===== src/rtl/shs_pkg.sv =====
package shs_pkg;

  typedef logic [31:0] word_t;

  localparam int unsigned BlockBytes = 64;
  localparam int unsigned Rounds = 64;
  localparam int unsigned DigestWords = 8;
  localparam logic [7:0] PadMark = 8'h80;
  localparam logic [5:0] LastFill = 6'(BlockBytes - 1);
  localparam logic [5:0] LastRound = 6'(Rounds - 1);
  localparam logic [2:0] LastWord = 3'(DigestWords - 1);

  localparam word_t InitHash [DigestWords] = '{
    32'h6a09e667, 32'hbb67ae85, 32'h3c6ef372, 32'ha54ff53a,
    32'h510e527f, 32'h9b05688c, 32'h1f83d9ab, 32'h5be0cd19
  };

  function automatic word_t rotr(input word_t x, input int unsigned n);
    logic [63:0] d;
    d = {x, x} >> n;
    return d[31:0];
  endfunction

  function automatic word_t big_sigma0(input word_t x);
    return rotr(x, 2) ^ rotr(x, 13) ^ rotr(x, 22);
  endfunction

  function automatic word_t big_sigma1(input word_t x);
    return rotr(x, 6) ^ rotr(x, 11) ^ rotr(x, 25);
  endfunction

  function automatic word_t small_sigma0(input word_t x);
    return rotr(x, 7) ^ rotr(x, 18) ^ (x >> 3);
  endfunction

  function automatic word_t small_sigma1(input word_t x);
    return rotr(x, 17) ^ rotr(x, 19) ^ (x >> 10);
  endfunction

  function automatic word_t choose(input word_t e, input word_t f, input word_t g);
    return (e & f) ^ (~e & g);
  endfunction

  function automatic word_t majority(input word_t a, input word_t b, input word_t c);
    return (a & b) ^ (a & c) ^ (b & c);
  endfunction

  function automatic word_t round_k(input logic [5:0] i);
    word_t k;
    case (i)
      6'd0:  k = 32'h428a2f98;
      6'd1:  k = 32'h71374491;
      6'd2:  k = 32'hb5c0fbcf;
      6'd3:  k = 32'he9b5dba5;
      6'd4:  k = 32'h3956c25b;
      6'd5:  k = 32'h59f111f1;
      6'd6:  k = 32'h923f82a4;
      6'd7:  k = 32'hab1c5ed5;
      6'd8:  k = 32'hd807aa98;
      6'd9:  k = 32'h12835b01;
      6'd10: k = 32'h243185be;
      6'd11: k = 32'h550c7dc3;
      6'd12: k = 32'h72be5d74;
      6'd13: k = 32'h80deb1fe;
      6'd14: k = 32'h9bdc06a7;
      6'd15: k = 32'hc19bf174;
      6'd16: k = 32'he49b69c1;
      6'd17: k = 32'hefbe4786;
      6'd18: k = 32'h0fc19dc6;
      6'd19: k = 32'h240ca1cc;
      6'd20: k = 32'h2de92c6f;
      6'd21: k = 32'h4a7484aa;
      6'd22: k = 32'h5cb0a9dc;
      6'd23: k = 32'h76f988da;
      6'd24: k = 32'h983e5152;
      6'd25: k = 32'ha831c66d;
      6'd26: k = 32'hb00327c8;
      6'd27: k = 32'hbf597fc7;
      6'd28: k = 32'hc6e00bf3;
      6'd29: k = 32'hd5a79147;
      6'd30: k = 32'h06ca6351;
      6'd31: k = 32'h14292967;
      6'd32: k = 32'h27b70a85;
      6'd33: k = 32'h2e1b2138;
      6'd34: k = 32'h4d2c6dfc;
      6'd35: k = 32'h53380d13;
      6'd36: k = 32'h650a7354;
      6'd37: k = 32'h766a0abb;
      6'd38: k = 32'h81c2c92e;
      6'd39: k = 32'h92722c85;
      6'd40: k = 32'ha2bfe8a1;
      6'd41: k = 32'ha81a664b;
      6'd42: k = 32'hc24b8b70;
      6'd43: k = 32'hc76c51a3;
      6'd44: k = 32'hd192e819;
      6'd45: k = 32'hd6990624;
      6'd46: k = 32'hf40e3585;
      6'd47: k = 32'h106aa070;
      6'd48: k = 32'h19a4c116;
      6'd49: k = 32'h1e376c08;
      6'd50: k = 32'h2748774c;
      6'd51: k = 32'h34b0bcb5;
      6'd52: k = 32'h391c0cb3;
      6'd53: k = 32'h4ed8aa4a;
      6'd54: k = 32'h5b9cca4f;
      6'd55: k = 32'h682e6ff3;
      6'd56: k = 32'h748f82ee;
      6'd57: k = 32'h78a5636f;
      6'd58: k = 32'h84c87814;
      6'd59: k = 32'h8cc70208;
      6'd60: k = 32'h90befffa;
      6'd61: k = 32'ha4506ceb;
      6'd62: k = 32'hbef9a3f7;
      6'd63: k = 32'hc67178f2;
      default: k = 32'h0;
    endcase
    return k;
  endfunction

endpackage


===== src/rtl/sha256_stream_hasher_top.sv =====
// Streaming SHA-256: one message byte per input beat, high end_of_message on the last beat
// (has_byte low on that beat sends no byte, so a lone such beat hashes the empty message).
// A byte that neither fills a block nor ends the message leaves in_ready high. A byte that
// completes a 64-byte block holds in_ready low for the compression, one round per cycle on
// a single shared round unit, and for the fold of the result into the hash state. On the
// last beat the block pads one byte per cycle up to the end of the block (one or two padded
// blocks), compresses each, and then offers the digest as eight 32-bit output beats, word 0
// most significant, last_word high on word 7. in_ready stays low until the eighth word is
// taken, after which the block is back in its initial state.
module sha256_stream_hasher_top (
  input  logic        clk,
  input  logic        rst,
  input  logic        in_valid,
  output logic        in_ready,
  input  logic        has_byte,
  input  logic [7:0]  data_byte,
  input  logic        end_of_message,
  output logic        out_valid,
  input  logic        out_ready,
  output logic [31:0] digest_word,
  output logic [2:0]  word_index,
  output logic        last_word
);
  import shs_pkg::*;

  typedef enum logic [4:0] {
    S_IDLE  = 5'b00001,
    S_PAD   = 5'b00010,
    S_ROUND = 5'b00100,
    S_FOLD  = 5'b01000,
    S_OUT   = 5'b10000
  } state_t;

  state_t      state;
  word_t       h [DigestWords];
  word_t       v [8];
  word_t       w [16];
  logic [23:0] acc;
  logic [5:0]  fill;
  logic [63:0] bits;
  logic [5:0]  rnd;
  logic [2:0]  oidx;
  logic        eom_pend;
  logic        mark_pend;
  logic        final_blk;
  logic        spill;

  logic        put_en;
  logic [7:0]  put_byte;
  logic [63:0] len_sh;
  logic [7:0]  pad_byte;
  word_t       t1;
  word_t       t2;
  word_t       w_new;

  assign in_ready    = (state == S_IDLE);
  assign out_valid   = (state == S_OUT);
  assign digest_word = h[oidx];
  assign word_index  = oidx;
  assign last_word   = (oidx == LastWord);

  // length bytes go out most significant first at block offsets 56..63
  assign len_sh = bits >> {~fill[2:0], 3'b000};

  always_comb begin
    if (mark_pend) begin
      pad_byte = PadMark;
    end else if (fill[5:3] == 3'b111 && !spill) begin
      pad_byte = len_sh[7:0];
    end else begin
      pad_byte = 8'h00;
    end
  end

  always_comb begin
    put_en   = 1'b0;
    put_byte = data_byte;
    case (state)
      S_IDLE: begin
        put_en = in_valid && has_byte;
      end
      S_PAD: begin
        put_en   = 1'b1;
        put_byte = pad_byte;
      end
      default: begin
        put_en = 1'b0;
      end
    endcase
  end

  // shared round unit
  assign t1 = v[7] + big_sigma1(v[4]) + choose(v[4], v[5], v[6]) + round_k(rnd) + w[0];
  assign t2 = big_sigma0(v[0]) + majority(v[0], v[1], v[2]);
  assign w_new = small_sigma1(w[14]) + w[9] + small_sigma0(w[1]) + w[0];

  always_ff @(posedge clk) begin
    if (rst) begin
      state     <= S_IDLE;
      fill      <= '0;
      bits      <= '0;
      rnd       <= '0;
      oidx      <= '0;
      eom_pend  <= 1'b0;
      mark_pend <= 1'b0;
      final_blk <= 1'b0;
      spill     <= 1'b0;
      for (int i = 0; i < DigestWords; i++) begin
        h[i] <= InitHash[i];
      end
    end else begin
      if (put_en) begin
        fill <= fill + 6'd1;
        acc  <= {acc[15:0], put_byte};
        if (fill[1:0] == 2'b11) begin
          for (int i = 0; i < 15; i++) begin
            w[i] <= w[i + 1];
          end
          w[15] <= {acc, put_byte};
        end
      end
      case (state)
        S_IDLE: begin
          if (in_valid) begin
            if (has_byte) begin
              bits <= bits + 64'd8;
            end
            if (end_of_message) begin
              eom_pend  <= 1'b1;
              mark_pend <= 1'b1;
            end
            if (has_byte && fill == LastFill) begin
              state <= S_ROUND;
              rnd   <= '0;
              v     <= h;
            end else if (end_of_message) begin
              state <= S_PAD;
            end
          end
        end
        S_PAD: begin
          mark_pend <= 1'b0;
          if (fill == LastFill) begin
            final_blk <= !mark_pend && !spill;
            spill     <= 1'b0;
            state     <= S_ROUND;
            rnd       <= '0;
            v         <= h;
          end else if (mark_pend) begin
            // no room left for the length, it goes in one more block
            spill <= (fill[5:3] == 3'b111);
          end
        end
        S_ROUND: begin
          v[7] <= v[6];
          v[6] <= v[5];
          v[5] <= v[4];
          v[4] <= v[3] + t1;
          v[3] <= v[2];
          v[2] <= v[1];
          v[1] <= v[0];
          v[0] <= t1 + t2;
          for (int i = 0; i < 15; i++) begin
            w[i] <= w[i + 1];
          end
          w[15] <= w_new;
          rnd   <= rnd + 6'd1;
          if (rnd == LastRound) begin
            state <= S_FOLD;
          end
        end
        S_FOLD: begin
          for (int i = 0; i < DigestWords; i++) begin
            h[i] <= h[i] + v[i];
          end
          if (final_blk) begin
            state <= S_OUT;
            oidx  <= '0;
          end else if (eom_pend) begin
            state <= S_PAD;
          end else begin
            state <= S_IDLE;
          end
        end
        S_OUT: begin
          if (out_ready) begin
            oidx <= oidx + 3'd1;
            if (oidx == LastWord) begin
              for (int i = 0; i < DigestWords; i++) begin
                h[i] <= InitHash[i];
              end
              bits      <= '0;
              fill      <= '0;
              eom_pend  <= 1'b0;
              final_blk <= 1'b0;
              state     <= S_IDLE;
            end
          end
        end
        default: begin
          state <= S_IDLE;
        end
      endcase
    end
  end

endmodule


===== config.mk =====
export PLATFORM = sky130hd
export DESIGN_NAME = sha256_stream_hasher_top
export DESIGN_NICKNAME = d
export VERILOG_FILES = /design/src/rtl/shs_pkg.sv /design/src/rtl/sha256_stream_hasher_top.sv
export SDC_FILE = /design/constraint.sdc
export NUM_CORES = 2
export LEC_CHECK = 0
export BUFFER_PORTS_ARGS = -buffer_cell sky130_fd_sc_hd__buf_4
export CAP_MARGIN = 25
export CORE_MARGIN = 3
export CORE_UTILIZATION = 30
export DETAILED_ROUTE_END_ITERATION = 12
export GPL_TIMING_DRIVEN = 0
export PLACE_DENSITY = 0.45
export REMOVE_ABC_BUFFERS = 1
export SLEW_MARGIN = 20
export SYNTH_ARGS = -nofsm -noshare
export SYNTH_HDL_FRONTEND = slang
export SYNTH_SLANG_ARGS = --single-unit

===== constraint.sdc =====
create_clock -name clk -period 49.7 [get_ports clk]
set_clock_uncertainty 0.2 [all_clocks]
set_input_delay 0 -clock clk [delete_from_list [all_inputs] [get_ports clk]]
set_output_delay 0 -clock clk [all_outputs]
set_load 0.05 [all_outputs]

Yosys cells after proc, flatten, opt, wreduce, memory -nomap -nowiden
Memories as Yosys holds them, arrays and structs flattened. A register that Yosys moved wholly into a read port is not among the register bits.
Cells that the tools add are included.
{ "op_classes": {"n_addsub": 22, "order_cmp": 1, "n_eq_ne": 20, "shift": 1, "n_mux": 75, "bitwise": 36, "n_reduce_logical": 23} }
{ "ops": {"columns": ["op", "count"], "rows": [
  ["256-bit 2-to-1 mux", 5],
  ["256-bit one-hot mux with 3 select lines", 1],
  ["32-bit adder", 18],
  ["32-bit 2-to-1 mux", 18],
  ["256-bit one-hot mux with 2 select lines", 1],
  ["32-bit bitwise XOR", 9],
  ["64-bit 2-to-1 mux", 4],
  ["32-bit AND", 5],
  ["64-bit one-hot mux with 2 select lines", 1],
  ["32-bit binary-select mux with 3-bit select", 1],
  ["64-bit by 4-bit adder with 64-bit output, second input constant", 1],
  ["64-bit by 6-bit right shift with 8-bit output", 1],
  ["6-bit 2-to-1 mux", 9],
  ["5-bit 2-to-1 mux", 8],
  ["32-bit NOT", 1],
  ["32-bit by 22-bit bitwise XOR with 32-bit output", 1],
  ["32-bit by 29-bit bitwise XOR with 32-bit output", 1],
  ["5-bit one-hot mux with 5 select lines", 1],
  ["8-bit 2-to-1 mux", 3],
  ["6-bit one-hot mux with 3 select lines", 1],
  ["1-bit OR", 16],
  ["5-bit AND reduction", 3],
  ["1-bit 2-to-1 mux", 14],
  ["6-bit by 1-bit adder with 6-bit output, second input constant", 2],
  ["other kinds (28)", 53]
]} }
{ "totals": {"regBits": 624, "ramBits": 512, "mem_bits_ro": 2048, "in_bits": 14, "out_inout_bits": 38, "wordCells": 206, "mem_count": 2} }
{ "memory_table": {"columns": ["name", "depth", "word_bits", "read_ports", "rd_clocked_by_memory_dff", "wr", "line_no", "text"], "rows": [
  ["(name not given)", 64, 32, 1, 1, 0, "shs_pkg.sv:50", "case (i)"],
  ["w", 16, 32, 16, 0, 16, "sha256_stream_hasher_top.sv:37", "word_t w [16];"]
]} }

Depth between registers and ports, before layout
{ "depth": {"word_depth": 8, "ltp_mapped": 35} }

Worst setup path before layout
OpenSTA, ideal clock, no wires.
{ "synth_path": {"kind": "register -> register", "start": "reg state[4]", "end": "mem w[0][0] in the netlist's numbering, enable pin", "setup_ns": 2.098, "arrival_ns": 36.984, "path_slack_ns": 10.418, "stages_incl_launch_ff": 7, "path_buffers": 3, "cell_sequence": "dfxtp_1 > nor2_1 > nand3_1 > clkbuf_1 > clkbuf_1 > clkbuf_1 > o21ai_0"} }
{ "synth_rtl": {"columns": ["item", "line_no", "text"], "rows": [
  ["start, declared", "sha256_stream_hasher_top.sv:34", "state_t state;"],
  ["start signal, assigned", "sha256_stream_hasher_top.sv:99", "state <= S_IDLE;"],
  ["start signal, assigned", "sha256_stream_hasher_top.sv:133", "state <= S_ROUND;"],
  ["start signal, assigned", "sha256_stream_hasher_top.sv:137", "state <= S_PAD;"],
  ["end, declared", "sha256_stream_hasher_top.sv:37", null]
]} }

Final worst setup path
{ "layout_path": {"start": "reg v[122] in the netlist's numbering", "end": "reg v[255] in the netlist's numbering (data pin)"} }
{ "layout_between": {"elab_chain_cells": 8, "elab_cells_between_ends": 12} }
{ "layout_lines": {"columns": ["item", "line_no", "text"], "rows": [
  ["start, declared", "sha256_stream_hasher_top.sv:36", "word_t v [8];"],
  ["start signal, assigned", "sha256_stream_hasher_top.sv:135", "v <= h;"],
  ["start signal, assigned", "sha256_stream_hasher_top.sv:148", "v <= h;"],
  ["32-bit bitwise XOR or 32-bit NOT (tied branches)", "shs_pkg.sv:29, shs_pkg.sv:41", null],
  ["32-bit bitwise XOR or 32-bit AND (tied branches)", "shs_pkg.sv:29, shs_pkg.sv:41", null],
  ["32-bit adder or 32-bit bitwise XOR (tied branches)", "sha256_stream_hasher_top.sv:93, shs_pkg.sv:41", null],
  ["32-bit adder (*) (3 in a row)", "sha256_stream_hasher_top.sv:93", "assign t1 = v[7] + big_sigma1(v[4]) + choose(v[4], v[5], v[6]) + round_k(rnd) + w[0];"],
  ["32-bit adder (*)", "sha256_stream_hasher_top.sv:162", "v[0] <= t1 + t2;"],
  ["256-bit one-hot mux with 3 select lines (*)", "sha256_stream_hasher_top.sv:122", "case (state)"]
]} }
Mark *: on every way between the ends. The rest lies on a longest branch, timed or not.
A chain may end at the register's enable or synchronous reset.

==> summary.md <==
| Metric | Value |
|---|---|
| Status | `finished clean` |
| DRC | `0` |
| Pwr Density | `roughly 26 mW/mm2` |
| Top cells by area, synth | `edfxtp_1 (34%), dfxtp_1 (11%), ha_1 (7.0%)` |
| Synth area leader | `edfxtp_1` |
| Global-route wire length before repair | `358700 um` |
| Critical Path RT | `50.03 ns` |
| Setup Total Neg Slack | `0 ns` |
| Core Box Area | `~0.23 mm2` |
| Fmax | `93.49 MHz` |
| CP Capture Type | `register` |
| Num CTS Buffers | `139` |
| Max stage delay on crit path | `0.86 ns` |
| Simple-Gate Fraction of Synth Area | `13.15%` |
| Worst-case clock buffer depth | `3` |
| Synthesized cell area | `around 0.071 mm2` |
| Metal2 WL | `114100 um` |
| Met3 WL | `14110 um` |
| Main synth FF type | `edfxtp_1` |
| DR vias/cell | `approximately 5.2` |
| Die X | `about 490 um` |
| Slew @ Worst Pin | `between 1 and 1.5 ns` |
| CP startpoint kind | `register` |
| EDFF count, synth | `792` |
| Final Wtd Congestion | `0.9237` |
| Die Area | `0.2412 mm2` |
| Slew HR | `approximately 22%` |
| Antenna viol nets, final | `0` |
| Critical Path Fanout Max | `6` |
| Delay-heaviest family, CP | `compound AO/OA/AOI/OAI gates` |
| Post-Synth Adder-Cell Area | `12.52%` |
| P_leak | `just over 30 nW` |
| Max Slew Vio Count | `0` |
| CTS tree | `yes` |
| P&R area growth vs syn | `14.83%` |
| Most common cell in the netlist | `nand2_1` |
| Critical setup path kind | `reg2reg` |
| # setup viols final | `0` |
| Initial DRC Count | `4904` |
| Vias in the first global route | `roughly 52000` |
| Clock sink total | `1165` |
| Yosys Warn Count | `0` |
| Overflow after GRT | `0` |
| Synth cell count leaders | `nand2_1 (1090), edfxtp_1 (792), a21oi_1 (429), nor2_1 (429), o21ai_0 (422)` |
| Netlist cell types | `between 80 and 90` |
| Max-Cap Viols | `0` |
| Drt wl/cell | `24.08 um` |
| Top Ports | `52` |
| Nets | `7599` |
| Final wirelength | `246800 um` |
| Slowest cell on the critical path | `a2111oi_0` |
| Final HPWL DP | `185100 um` |
| Count of input and output buffers | `around 50` |
| Post-synthesis mux area share | `about 3.8%` |
| DR top layer | `met4` |
| Initial antenna violation count | `5` |
| GRT Util Overall | `19.98%` |
| Largest family of logic cells by synthesized area | `compound AO/OA/AOI/OAI gates` |
| Final period util | `21.52%` |
| Synth Instances | `7010` |
| Share of the synthesized area in the top cell type | `between 30% and 40%` |
| Final hold viol count | `0` |
| Synth Area in Compound Gates | `15.07%` |
| Asr flop ratio synth | `0%` |
| Synthesized area per cell | `10.07 um2` |
| Post_cts resized | `0` |
| # H-tree levels | `4` |
| Core Rows | `177` |
| Die Y | `between 400 and 500 um` |
| Worst min-delay path class | `in2reg` |
| XOR/XNOR share of the synthesized area | `under 10%` |
| Post-Layout Inst Area | `approximately 0.081 mm2` |
| DRT met1 WL | `111500 um` |
| RSZ-0062 raised after global routing | `false` |
| Initial Util | `30.24%` |
| Sequential area share after synthesis | `between 40% and 50%` |
| Fraction of layout cells with a size suffix above 1 | `under 10%` |
| Via count | `53580` |
| Root Driver | `clkbuf_16` |
| Pin count of the biggest net entering global routing | `67` |
| First-pass DRT Iterations | `6` |
| Min Clock Period, post-route | `around 11 ns` |
| Worst-skew pair later-pin latency | `0.80 ns` |
| Worst path bufs/invs | `5` |
| CP arrival | `~11 ns` |
| Dpl cell area | `between 0.07 and 0.08 mm2` |
| VDD IR max | `~0.024 mV` |
| Clk slew on worst S/H paths | `0.06 ns` |
| Synth Register Bits | `around 1200` |
-- metrics by stage --
stage | instances | power, W | hold slack (ns) | worst slack, ns | utilization, %
after floorplan | 6686 | 0.001072 | -0.1309 | -10.86 | -
after global placement | 9869 | 0.001087 | 0.1011 | -86.00 | 31.56
after detailed placement | 9959 | 0.001089 | 0.1060 | 39.29 | 32.59
after CTS | 10240 | 0.002157 | 0.008558 | 39.25 | 34.72
after global routing | 10250 | 0.002197 | 0.07211 | 38.60 | 34.72
final | 10250 | 0.002123 | 0.06035 | 39.00 | 34.73
-- final cells by class --
cell class | count | area (um2)
flip-flops and latches | 1165 | 31260
clock buffers | 186 | 3817
inverters | 357 | 1354
clock inverters | 71 | 858.3
well taps | 3132 | 3919
diodes | 4 | 10.01
fillers | 23530 | 152400
repair buffers | 170 | 2864
multi-input cells | 5164 | 36980
-- layout by cell type (no fill, tap or decap), types with 62 or more instances in the layout --
cell type / synthesis / layout
o21a_1: 77 / 76
clkbuf_16: 0 / 141
edfxtp_1: 792 / 792
o21ai_0: 422 / 419
xor2_1: 208 / 207
nand3_1: 118 / 116
a21o_1: 188 / 188
mux4_2: 77 / 77
ha_1: 393 / 393
nor3_1: 118 / 115
fa_1: 195 / 195
xnor2_1: 393 / 392
dfxtp_1: 373 / 369
buf_16: 0 / 62
o22ai_1: 95 / 95
nand2_1: 1090 / 1085
a21oi_1: 429 / 426
nor2_1: 429 / 426
inv_1: 355 / 351
-- registers in the layout, summed over array words and instances, names as in the netlist, named ones only --
register and cells:
word_index 3, spill 1, mark_pend 1, eom_pend 1, acc 24, v 256
rnd 6, h 256, w 512, bits 61, final_blk 1, fill 6
state 5
-- tightest hold or removal path: cells and delay by family --
family / cells / cell delay [ns]
AO/OA/AOI/OAI: 1 / 0.22
buffers and inverters: 2 / 0.62
AND/OR/NAND/NOR: 1 / 0.04
-- power by group --
part           total (W)  leakage [nW]  switching, W  internal, W
sequential       0.00103          10.1    0.00000463      0.00103
clock            0.00105          2.27      0.000443     0.000610
combinational  0.0000380          18.3     0.0000244    0.0000136
-- per-layer routing --
metal  track usage [%]  vias to the layer above
met5                 0                        -
met1             27.66                    26540
met2             32.27                     1617
met4             5.798                        0
met3             3.020                      300
li1                  -                    25120
-- final timing paths --
check / start / endpoint / slack [ns] / depth (start not counted)
hold / removal: data_byte[1] / acc[1] / 0.06 / 4
hold reg to reg: w[0][236] / w[0][204] / 0.20 / 0
setup / recovery: v[122] / v[255] / 39.00 / 33
setup reg to reg: v[122] / v[255] / 39.00 / 33
-- cell families after synthesis --
logic type | count (synthesis)
compound gates | 1687
xor+xnor | 603
fa+ha+maj | 590
buf+inv | 681
flops | 1165
mux | 167
simple gates | 2117
-- repair_timing --
action	in CTS	in global routing
endpoints found under the hold margin	258	0
hold buffers	27	0
setup buffers	0	0
Note: power is estimated with default switching activity, not from simulation.
